## config.mk

```make
export PLATFORM = sky130hd
export DESIGN_NAME = arp_request_responder_top
export DESIGN_NICKNAME = d
export VERILOG_FILES = /design/src/arp_pkg.sv /design/src/arp_front.sv /design/src/arp_queue.sv /design/src/arp_back.sv /design/src/arp_request_responder_top.sv
export SDC_FILE = /design/constraint.sdc
export NUM_CORES = 1
export LEC_CHECK = 0
export ABC_AREA = 1
export BUFFER_PORTS_ARGS = -buffer_cell sky130_fd_sc_hd__clkbuf_2
export CAP_MARGIN = 20
export CORE_ASPECT_RATIO = 0.7
export CORE_MARGIN = 2
export CORE_UTILIZATION = 40
export DETAILED_ROUTE_END_ITERATION = 7
export PLACE_DENSITY_LB_ADDON = 0.25
export SYNTH_ARGS = -nofsm -noshare
export SYNTH_HDL_FRONTEND = slang
export SYNTH_SLANG_ARGS = --single-unit
export TNS_END_PERCENT = 20
```

## constraint.sdc

```tcl
create_clock -name clock -period 7.6 [get_ports clock]
set_clock_uncertainty 0.05 [all_clocks]
set_input_delay 0.76 -clock clock [delete_from_list [all_inputs] [get_ports clock]]
set_output_delay 0.76 -clock clock [all_outputs]
set_load 0.05 [all_outputs]
```

## src/arp_pkg.sv

```systemverilog
// shared types, constants and byte-select helpers for the arp request responder
// no dependencies
package arp_pkg;

   localparam logic [5:0] FRAME_LEN_POS = 6'd42;
   localparam logic [5:0] REPLY_LAST_POS = 6'd41;

   // received frame layout
   localparam logic [5:0] HDR_FIRST = 6'd12;
   localparam logic [5:0] HDR_LAST = 6'd21;
   localparam logic [5:0] SHA_FIRST = 6'd22;
   localparam logic [5:0] SHA_LAST = 6'd27;
   localparam logic [5:0] SPA_FIRST = 6'd28;
   localparam logic [5:0] SPA_LAST = 6'd31;
   localparam logic [5:0] TPA_FIRST = 6'd38;
   localparam logic [5:0] TPA_LAST = 6'd41;

   // reply frame layout
   localparam logic [5:0] RPL_DST = 6'd0;
   localparam logic [5:0] RPL_SRC = 6'd6;
   localparam logic [5:0] RPL_TYPE = 6'd12;
   localparam logic [5:0] RPL_HTYPE = 6'd14;
   localparam logic [5:0] RPL_PTYPE = 6'd16;
   localparam logic [5:0] RPL_HLEN = 6'd18;
   localparam logic [5:0] RPL_PLEN = 6'd19;
   localparam logic [5:0] RPL_OPER = 6'd20;
   localparam logic [5:0] RPL_SHA = 6'd22;
   localparam logic [5:0] RPL_SPA = 6'd28;
   localparam logic [5:0] RPL_THA = 6'd32;
   localparam logic [5:0] RPL_TPA = 6'd38;

   localparam logic [15:0] HW_TYPE_ETH = 16'h0001;
   localparam logic [15:0] ETYPE_IPV4 = 16'h0800;
   localparam logic [15:0] ETYPE_ARP = 16'h0806;
   localparam logic [15:0] OPCODE_REQUEST = 16'h0001;
   localparam logic [15:0] OPCODE_REPLY = 16'h0002;
   localparam logic [7:0] MAC_ADDR_LEN = 8'd6;
   localparam logic [7:0] IP_ADDR_LEN = 8'd4;

   localparam int unsigned JOB_DEPTH = 2;
   localparam int unsigned JOB_PTR_W = $clog2(JOB_DEPTH);
   localparam int unsigned JOB_CNT_W = $clog2(JOB_DEPTH + 1);

   // csr byte addresses
   localparam logic [3:0] ADDR_LOCAL_MAC = 4'h0;
   localparam logic [3:0] ADDR_LOCAL_IP = 4'h8;

   typedef struct packed {
      logic [47:0] sender_mac;
      logic [31:0] sender_ip;
   } job_type;

   typedef struct packed {
      logic full;
      logic empty;
   } queue_status_type;

   // byte k of a mac address, k = 0 is the first byte on the wire
   function automatic logic [7:0] mac_byte(input logic [47:0] v, input logic [2:0] k);
      logic [7:0] b;
      unique case (k)
         3'd0: b = v[47:40];
         3'd1: b = v[39:32];
         3'd2: b = v[31:24];
         3'd3: b = v[23:16];
         3'd4: b = v[15:8];
         default: b = v[7:0];
      endcase
      return b;
   endfunction

   function automatic logic [7:0] ip_byte(input logic [31:0] v, input logic [1:0] k);
      logic [7:0] b;
      unique case (k)
         2'd0: b = v[31:24];
         2'd1: b = v[23:16];
         2'd2: b = v[15:8];
         default: b = v[7:0];
      endcase
      return b;
   endfunction

   // expected arp header bytes, idx 0 is frame position 12
   function automatic logic [7:0] hdr_byte(input logic [3:0] idx);
      logic [7:0] b;
      unique case (idx)
         4'd0: b = ETYPE_ARP[15:8];
         4'd1: b = ETYPE_ARP[7:0];
         4'd2: b = HW_TYPE_ETH[15:8];
         4'd3: b = HW_TYPE_ETH[7:0];
         4'd4: b = ETYPE_IPV4[15:8];
         4'd5: b = ETYPE_IPV4[7:0];
         4'd6: b = MAC_ADDR_LEN;
         4'd7: b = IP_ADDR_LEN;
         4'd8: b = OPCODE_REQUEST[15:8];
         4'd9: b = OPCODE_REQUEST[7:0];
         default: b = 8'h00;
      endcase
      return b;
   endfunction

endpackage

```

## src/arp_front.sv

```systemverilog
// frame parser: checks the arp request header and target address, captures sender
// addresses and pushes one reply job per matching frame; uses arp_pkg
module arp_front (
   input  logic                       clock,
   input  logic                       reset,
   input  logic                       accept,
   input  logic [7:0]                 frame_byte,
   input  logic                       frame_last,
   input  logic [31:0]                local_ip,
   output logic                       job_push,
   output arp_pkg::job_type           job_data
);
   import arp_pkg::*;

   logic [5:0]  pos_ff, pos_in;
   logic        hdr_ok_ff, hdr_ok_in;
   logic        tgt_ok_ff, tgt_ok_in;
   logic [47:0] sha_ff, sha_in;
   logic [31:0] spa_ff, spa_in;

   always_comb begin
      pos_in = pos_ff;
      hdr_ok_in = hdr_ok_ff;
      tgt_ok_in = tgt_ok_ff;
      sha_in = sha_ff;
      spa_in = spa_ff;
      job_push = 1'b0;
      if (accept) begin
         if (pos_ff < FRAME_LEN_POS) begin
            pos_in = pos_ff + 6'd1;
            if (pos_ff >= HDR_FIRST && pos_ff <= HDR_LAST) begin
               if (frame_byte != hdr_byte(4'(pos_ff - HDR_FIRST))) hdr_ok_in = 1'b0;
            end else if (pos_ff >= SHA_FIRST && pos_ff <= SHA_LAST) begin
               sha_in = {sha_ff[39:0], frame_byte};
            end else if (pos_ff >= SPA_FIRST && pos_ff <= SPA_LAST) begin
               spa_in = {spa_ff[23:0], frame_byte};
            end else if (pos_ff >= TPA_FIRST && pos_ff <= TPA_LAST) begin
               if (frame_byte != ip_byte(local_ip, 2'(pos_ff - TPA_FIRST))) tgt_ok_in = 1'b0;
            end
         end
         if (frame_last) begin
            job_push = (pos_in == FRAME_LEN_POS) && hdr_ok_in && tgt_ok_in;
            pos_in = 6'd0;
            hdr_ok_in = 1'b1;
            tgt_ok_in = 1'b1;
         end
      end
   end

   assign job_data.sender_mac = sha_in;
   assign job_data.sender_ip = spa_in;

   always_ff @(posedge clock) begin
      if (reset) begin
         pos_ff <= 6'd0;
         hdr_ok_ff <= 1'b1;
         tgt_ok_ff <= 1'b1;
         sha_ff <= 48'd0;
         spa_ff <= 32'd0;
      end else begin
         pos_ff <= pos_in;
         hdr_ok_ff <= hdr_ok_in;
         tgt_ok_ff <= tgt_ok_in;
         sha_ff <= sha_in;
         spa_ff <= spa_in;
      end
   end

   a_pos_saturates: assert property (@(posedge clock) disable iff (reset)
      pos_ff <= FRAME_LEN_POS)
      else $error("frame position beyond saturation");
   a_push_on_last: assert property (@(posedge clock) disable iff (reset)
      job_push |-> (accept && frame_last && pos_ff >= REPLY_LAST_POS))
      else $error("reply job pushed without a complete frame");
   a_rearm: assert property (@(posedge clock) disable iff (reset)
      (accept && frame_last) |=> (pos_ff == 6'd0 && hdr_ok_ff && tgt_ok_ff))
      else $error("parser did not rearm after frame end");

endmodule

```

## src/arp_queue.sv

```systemverilog
// small job queue between the parser and the reply generator
// uses arp_pkg
module arp_queue (
   input  logic                       clock,
   input  logic                       reset,
   input  logic                       push,
   input  arp_pkg::job_type           push_data,
   input  logic                       pop,
   output arp_pkg::job_type           head,
   output arp_pkg::queue_status_type  status
);
   import arp_pkg::*;

   job_type               mem_ff [JOB_DEPTH];
   logic [JOB_PTR_W-1:0]  wr_ptr_ff, wr_ptr_in;
   logic [JOB_PTR_W-1:0]  rd_ptr_ff, rd_ptr_in;
   logic [JOB_CNT_W-1:0]  cnt_ff, cnt_in;

   localparam logic [JOB_PTR_W-1:0] PTR_END = JOB_PTR_W'(JOB_DEPTH - 1);
   localparam logic [JOB_CNT_W-1:0] CNT_FULL = JOB_CNT_W'(JOB_DEPTH);

   always_comb begin
      wr_ptr_in = wr_ptr_ff;
      rd_ptr_in = rd_ptr_ff;
      cnt_in = cnt_ff;
      if (push) begin
         wr_ptr_in = (wr_ptr_ff == PTR_END) ? '0 : wr_ptr_ff + 1'b1;
      end
      if (pop) begin
         rd_ptr_in = (rd_ptr_ff == PTR_END) ? '0 : rd_ptr_ff + 1'b1;
      end
      if (push && !pop) cnt_in = cnt_ff + 1'b1;
      else if (pop && !push) cnt_in = cnt_ff - 1'b1;
   end

   always_ff @(posedge clock) begin
      if (push) mem_ff[wr_ptr_ff] <= push_data;
   end

   always_ff @(posedge clock) begin
      if (reset) begin
         wr_ptr_ff <= '0;
         rd_ptr_ff <= '0;
         cnt_ff <= '0;
      end else begin
         wr_ptr_ff <= wr_ptr_in;
         rd_ptr_ff <= rd_ptr_in;
         cnt_ff <= cnt_in;
      end
   end

   assign head = mem_ff[rd_ptr_ff];
   assign status.full = (cnt_ff == CNT_FULL);
   assign status.empty = (cnt_ff == '0);

   a_no_overflow: assert property (@(posedge clock) disable iff (reset)
      push |-> !status.full)
      else $error("job queue overflow");
   a_no_underflow: assert property (@(posedge clock) disable iff (reset)
      pop |-> !status.empty)
      else $error("job queue underflow");
   a_cnt_bound: assert property (@(posedge clock) disable iff (reset)
      cnt_ff <= CNT_FULL)
      else $error("job count out of range");

endmodule

```

## src/arp_back.sv

```systemverilog
// reply generator: walks a 42-byte arp reply for each queued job into an output register
// uses arp_pkg
module arp_back (
   input  logic                       clock,
   input  logic                       reset,
   input  arp_pkg::job_type           job,
   input  logic                       job_valid,
   output logic                       job_pop,
   input  logic [47:0]                local_mac,
   input  logic [31:0]                local_ip,
   input  logic                       pop,
   output logic                       empty,
   output logic [7:0]                 reply_byte,
   output logic                       reply_last
);
   import arp_pkg::*;

   logic [5:0] cnt_ff, cnt_in;
   logic       out_valid_ff, out_valid_in;
   logic [7:0] byte_ff;
   logic       last_ff;
   logic [7:0] next_byte;
   logic       load;

   always_comb begin
      unique case (cnt_ff) inside
         [RPL_DST:RPL_SRC - 6'd1]:  next_byte = mac_byte(job.sender_mac, 3'(cnt_ff - RPL_DST));
         [RPL_SRC:RPL_TYPE - 6'd1]: next_byte = mac_byte(local_mac, 3'(cnt_ff - RPL_SRC));
         RPL_TYPE:                  next_byte = ETYPE_ARP[15:8];
         RPL_TYPE + 6'd1:           next_byte = ETYPE_ARP[7:0];
         RPL_HTYPE:                 next_byte = HW_TYPE_ETH[15:8];
         RPL_HTYPE + 6'd1:          next_byte = HW_TYPE_ETH[7:0];
         RPL_PTYPE:                 next_byte = ETYPE_IPV4[15:8];
         RPL_PTYPE + 6'd1:          next_byte = ETYPE_IPV4[7:0];
         RPL_HLEN:                  next_byte = MAC_ADDR_LEN;
         RPL_PLEN:                  next_byte = IP_ADDR_LEN;
         RPL_OPER:                  next_byte = OPCODE_REPLY[15:8];
         RPL_OPER + 6'd1:           next_byte = OPCODE_REPLY[7:0];
         [RPL_SHA:RPL_SPA - 6'd1]:  next_byte = mac_byte(local_mac, 3'(cnt_ff - RPL_SHA));
         [RPL_SPA:RPL_THA - 6'd1]:  next_byte = ip_byte(local_ip, 2'(cnt_ff - RPL_SPA));
         [RPL_THA:RPL_TPA - 6'd1]:  next_byte = mac_byte(job.sender_mac, 3'(cnt_ff - RPL_THA));
         [RPL_TPA:REPLY_LAST_POS]:  next_byte = ip_byte(job.sender_ip, 2'(cnt_ff - RPL_TPA));
         default:                   next_byte = 8'h00;
      endcase
   end

   always_comb begin
      load = job_valid && (!out_valid_ff || pop);
      cnt_in = cnt_ff;
      out_valid_in = out_valid_ff && !pop;
      job_pop = 1'b0;
      if (load) begin
         out_valid_in = 1'b1;
         if (cnt_ff == REPLY_LAST_POS) begin
            cnt_in = 6'd0;
            job_pop = 1'b1;
         end else begin
            cnt_in = cnt_ff + 6'd1;
         end
      end
   end

   always_ff @(posedge clock) begin
      if (reset) begin
         cnt_ff <= 6'd0;
         out_valid_ff <= 1'b0;
      end else begin
         cnt_ff <= cnt_in;
         out_valid_ff <= out_valid_in;
      end
   end

   always_ff @(posedge clock) begin
      if (load) begin
         byte_ff <= next_byte;
         last_ff <= (cnt_ff == REPLY_LAST_POS);
      end
   end

   assign empty = !out_valid_ff;
   assign reply_byte = byte_ff;
   assign reply_last = last_ff;

   a_idle_cnt: assert property (@(posedge clock) disable iff (reset)
      !job_valid |-> (cnt_ff == 6'd0))
      else $error("reply counter moved without a job");
   a_pop_at_end: assert property (@(posedge clock) disable iff (reset)
      job_pop |-> (load && cnt_ff == REPLY_LAST_POS))
      else $error("job released before its reply was complete");
   a_last_marks_end: assert property (@(posedge clock) disable iff (reset)
      load |=> (reply_last == $past(job_pop)))
      else $error("last marker not on final reply byte");

endmodule

```

## src/arp_request_responder_top.sv

```systemverilog
// top level of the arp request responder: csr registers and the parser, queue, generator
// depends on arp_pkg, arp_front, arp_queue, arp_back
//
// usage
//   request side: received ethernet frame, one byte per word on req_frame_byte, with
//   req_frame_last on the final byte; a word is taken when push is high and full low
//   reply side: the 42-byte arp reply, one byte per word on rsp_reply_byte with
//   rsp_reply_last on the final byte; a word is taken when pop is high and empty low
//   csr: local_mac at byte address 0x0, local_ip at 0x8, 64-bit data, no wait states
// timing
//   the parser takes one byte per cycle while full is low; a matching frame's job is
//   queued, then its reply bytes are registered one per cycle while pop is held
//   the draining reply keeps its job entry, so one more frame can finish parsing;
//   full rises only while that queue is full
// reset
//   clears the parser, empties the job queue and output register, zeroes both csrs
// stall
//   holding pop low freezes the output word; the parser keeps running until the
//   job queue fills
module arp_request_responder_top (
   input  logic        clock,
   input  logic        reset,
   input  logic        push,
   output logic        full,
   input  logic [7:0]  req_frame_byte,
   input  logic        req_frame_last,
   output logic        empty,
   input  logic        pop,
   output logic [7:0]  rsp_reply_byte,
   output logic        rsp_reply_last,
   input  logic        psel,
   input  logic        penable,
   input  logic        pwrite,
   input  logic [3:0]  paddr,
   input  logic [63:0] pwdata,
   output logic [63:0] prdata,
   output logic        pready
);
   import arp_pkg::*;

   logic [47:0]      mac_ff, mac_in;
   logic [31:0]      ip_ff, ip_in;
   logic             csr_write;
   logic             accept;
   logic             job_push;
   logic             job_pop;
   job_type          push_data;
   job_type          head;
   queue_status_type q_status;

   assign pready = 1'b1;
   assign csr_write = psel && penable && pwrite && pready;

   always_comb begin
      mac_in = mac_ff;
      ip_in = ip_ff;
      if (csr_write) begin
         if (paddr[3] == ADDR_LOCAL_IP[3]) ip_in = pwdata[31:0];
         else mac_in = pwdata[47:0];
      end
   end

   always_ff @(posedge clock) begin
      if (reset) begin
         mac_ff <= 48'd0;
         ip_ff <= 32'd0;
      end else begin
         mac_ff <= mac_in;
         ip_ff <= ip_in;
      end
   end

   assign prdata = (paddr[3] == ADDR_LOCAL_MAC[3]) ? {16'd0, mac_ff} : {32'd0, ip_ff};

   assign full = q_status.full;
   assign accept = push && !full;

   arp_front u_front (
      .clock      (clock),
      .reset      (reset),
      .accept     (accept),
      .frame_byte (req_frame_byte),
      .frame_last (req_frame_last),
      .local_ip   (ip_ff),
      .job_push   (job_push),
      .job_data   (push_data)
   );

   arp_queue u_queue (
      .clock     (clock),
      .reset     (reset),
      .push      (job_push),
      .push_data (push_data),
      .pop       (job_pop),
      .head      (head),
      .status    (q_status)
   );

   arp_back u_back (
      .clock      (clock),
      .reset      (reset),
      .job        (head),
      .job_valid  (!q_status.empty),
      .job_pop    (job_pop),
      .local_mac  (mac_ff),
      .local_ip   (ip_ff),
      .pop        (pop),
      .empty      (empty),
      .reply_byte (rsp_reply_byte),
      .reply_last (rsp_reply_last)
   );

endmodule
```

==> flow_summary.yaml <==
outcome:
  outcome: "complete, no violations"
clocking:
  clkSinkCount: 349
  cts_setup_buffers: 0
  cts_max_path_buffers: 3
  clkTransAtPathRegs_ns: 0.06
  root_buffer: "clkbuf_16"
  numCtsBuffers: 36
  cts.hold.buffers_added: 0
  cts_resized: 0
  clkLatencyLatePin_ns: 0.53
  htreeDepth: 2
  tritoncts: "done"
routing:
  routed-via-count: 13300
  drtAntennaViolNets: 0
  avgViaCountPerCell: 5.17
  remaining_drc_errors: 0
  routed_wl_mm: 44.5
  routedWlPerCell_um: 17.3
  first_pass_iters: 5
  drtIter0Drc: 1307
floorplanning:
  core_area_mm2: 0.0387
  io_pins: 160
  die_y_um: 170
  die_area_mm2: 0.0412
  fp.dieW_um: 242
  start_util: 0.409
  num_rows: 60
pwr:
  p_leak_nw: 7.60
  power.density_mw_per_mm2: 214
  power.total_w: 0.00381
  ir_worst_vdd_mv: 0.116
global_routing:
  antenna_found_initial: 3
  grt_start_max_net_pins: 97
  overflow: 0
  first_global_vias: 12300
  grt_pass1_wl_mm: 69.2
  grt_use_total: 0.214
hold_path:
  hp-class: "flip-flop to flip-flop"
  worstHoldPathCells: 1
  min_from: "u_queue.rd_ptr_ff"
setup_path:
  r2r_end: "u_queue.mem_ff[0][61]"
  arrival_ns: 4.51
  timing.rr.start: "u_front.pos_ff[1]"
  r2r_slack_ns: 3.19
  worst-path-max-fanout: 47
  cp-end-kind: "flip-flop"
  start_kind: "flip-flop"
  cp_data_required_time_ns: 7.70
  r2r_cells: 14
  path_class: "flip-flop to flip-flop"
timing:
  final.min_clock_period_ns: 4.41
  finalHoldWorstSlack_ns: 0.398
  max_freq_mhz: 227
  rsz0062_at_grt: "false"
  maxSlewHeadroom: 0.308
  finalSetupViolations: 0
  worst_pin_slew_ns: 1.03
  drv_slew: 0
  hold_viol_final: 0
  setup_ws_ns: 3.19
  tns_ns: 0
  period_share: 0.581
place:
  post-dp-hpwl_mm: 30.2
  portBuffers: 123
  gp_routability_congestion: 0.896
  preCtsSetupSlack_ns: 3.22
  dpl_cell_area_mm2: 0.0168
yosys:
  synthCells: 1930
  yosys_register_bits: 349
  yosys_warnings: 0
  netlist_area_mm2: 0.0158
  ys_seq_area_frac: 0.549
  synth_edf_count: 169
  async_flop_share: 0
  avgSynthCellArea_um2: 8.19
  ys.flop_type: "dfxtp_1"
  synth_cell_types: 44
cells_and_area:
  final_nets: 2115
  fillers: 3855
  drive_gt1_frac: 0.105
  fin_area_mm2: 0.0178
  syn_to_final_growth_pct: 12.8
job:
  cap_violations: 0
## cell usage in the layout (no fill, tap or decap), types with 4 or more instances in the layout
cell type,Yosys,layout
a21oi_1,135,135
a31oi_1,13,13
buf_4,18,20
clkbuf_1,77,15
clkbuf_16,0,37
clkbuf_2,0,122
clkinv_1,2,6
conb_1,2,17
dfxtp_1,180,179
edfxtp_1,169,169
ha_1,18,18
inv_1,210,207
inv_2,5,8
nand2_1,415,415
nand3_1,73,73
nand4_1,11,11
nor2_1,259,258
nor3_1,9,9
o211ai_1,6,6
o21ai_0,199,199
o21ai_1,43,43
o22ai_1,31,31
o311ai_0,8,8
or2_2,4,4
## metal layers
metal	track usage	up-vias	part of all wire
li1	-	6501	-
met1	0.318	6299	0.48
met2	0.307	409	0.41
met3	0.0524	72	0.085
met4	0.0636	0	0.023
met5	0	-	0
## registers in the layout, summed over array words and instances, names as in the netlist, named ones only
name                 count
u_front.spa_ff          32
u_queue.wr_ptr_ff        1
u_front.tgt_ok_ff        1
u_back.reply_last        1
mac_ff                  48
ip_ff                   32
u_front.hdr_ok_ff        1
u_front.pos_ff           6
u_back.reply_byte        8
u_front.sha_ff          48
u_queue.mem_ff         160
u_back.cnt_ff            6
u_queue.rd_ptr_ff        1
u_queue.cnt_ff           2
u_back.out_valid_ff      1
## critical path, stage by stage, from the launching register on
cell     delay (ns)
dfxtp_1        0.39
inv_1          0.24
ha_1           0.62
inv_1          0.42
or2_2          0.40
nand3_1        0.08
nand2_1        0.06
nor2_1         0.20
nand2_1        0.08
nor2_1         0.16
nor2_1         0.06
nor2_1         0.22
inv_1          0.11
nor2_4         0.29
buf_4          0.60
## metrics by stage
stage,instances,util
after global placement,2502,0.434
final,2567,0.461
after CTS,2566,0.461
after floorplan,1945,-
after detailed placement,2502,0.434
after global routing,2566,0.461
## synthesized netlist by cell type (5+ instances only)
library cell | n | share of area
nor3_1 | 9 | 0.0028
inv_2 | 5 | 0.0012
buf_6 | 5 | 0.0036
o311ai_0 | 8 | 0.0044
o21ai_0 | 199 | 0.063
buf_4 | 18 | 0.0085
inv_1 | 210 | 0.050
o21ai_1 | 43 | 0.014
nor2_1 | 259 | 0.061
o211ai_1 | 6 | 0.0028
nand2_1 | 415 | 0.099
dfxtp_1 | 180 | 0.23
edfxtp_1 | 169 | 0.32
o22ai_1 | 31 | 0.012
buf_2 | 12 | 0.0038
a21oi_1 | 135 | 0.043
nand3_1 | 73 | 0.023
clkbuf_1 | 77 | 0.018
a31oi_1 | 13 | 0.0051
nand4_1 | 11 | 0.0044
ha_1 | 18 | 0.014
## where the power goes
part	total [W]	internal (W)	switching, W
Combinational	0.000188	0.0000452	0.000143
Sequential	0.00198	0.00197	0.0000150
Clock	0.00164	0.000919	0.000720
Total	0.00381	0.00293	0.000878
## final cells by class
type                            instances  area, um2  share of cell area
Sequential cell                       349       8680               0.487
Multi-Input combinational cell       1267       5860               0.328
Clock buffer                           54       1010              0.0566
Inverter                              217        816              0.0457
Timing Repair Buffer                  142        761              0.0427
Tap cell                              527        659              0.0370
Clock inverter                         10       52.6             0.00295
Antenna cell                            1       2.50            0.000140
## worst max-delay path by stage
stage	startpoint	to	slack (ns)
2_1_floorplan	u_front.pos_ff[1]	u_queue.mem_ff[0][0]	1.84
3_3_place_gp	u_front.pos_ff[1]	u_queue.mem_ff[0][69]	3.27
3_5_place_dp	u_front.pos_ff[1]	u_queue.mem_ff[0][69]	3.22
4_1_cts	u_front.pos_ff[1]	u_queue.mem_ff[0][53]	3.20
5_1_grt	u_front.pos_ff[1]	u_queue.mem_ff[0][61]	2.74
6_report	u_front.pos_ff[1]	u_queue.mem_ff[0][61]	3.19
## logic make-up after synthesis
logic type	count (synthesis)	synth area share
xor gates and xnor gates	2	0.00111
buffers and inverters	329	0.0857
AOI/OAI and AO/OA	446	0.150
DFF	349	0.549
and+or+nand+nor	784	0.200
other	2	0.000475
adders and majority gates	18	0.0142
Note: power is estimated with default switching activity, not from simulation.
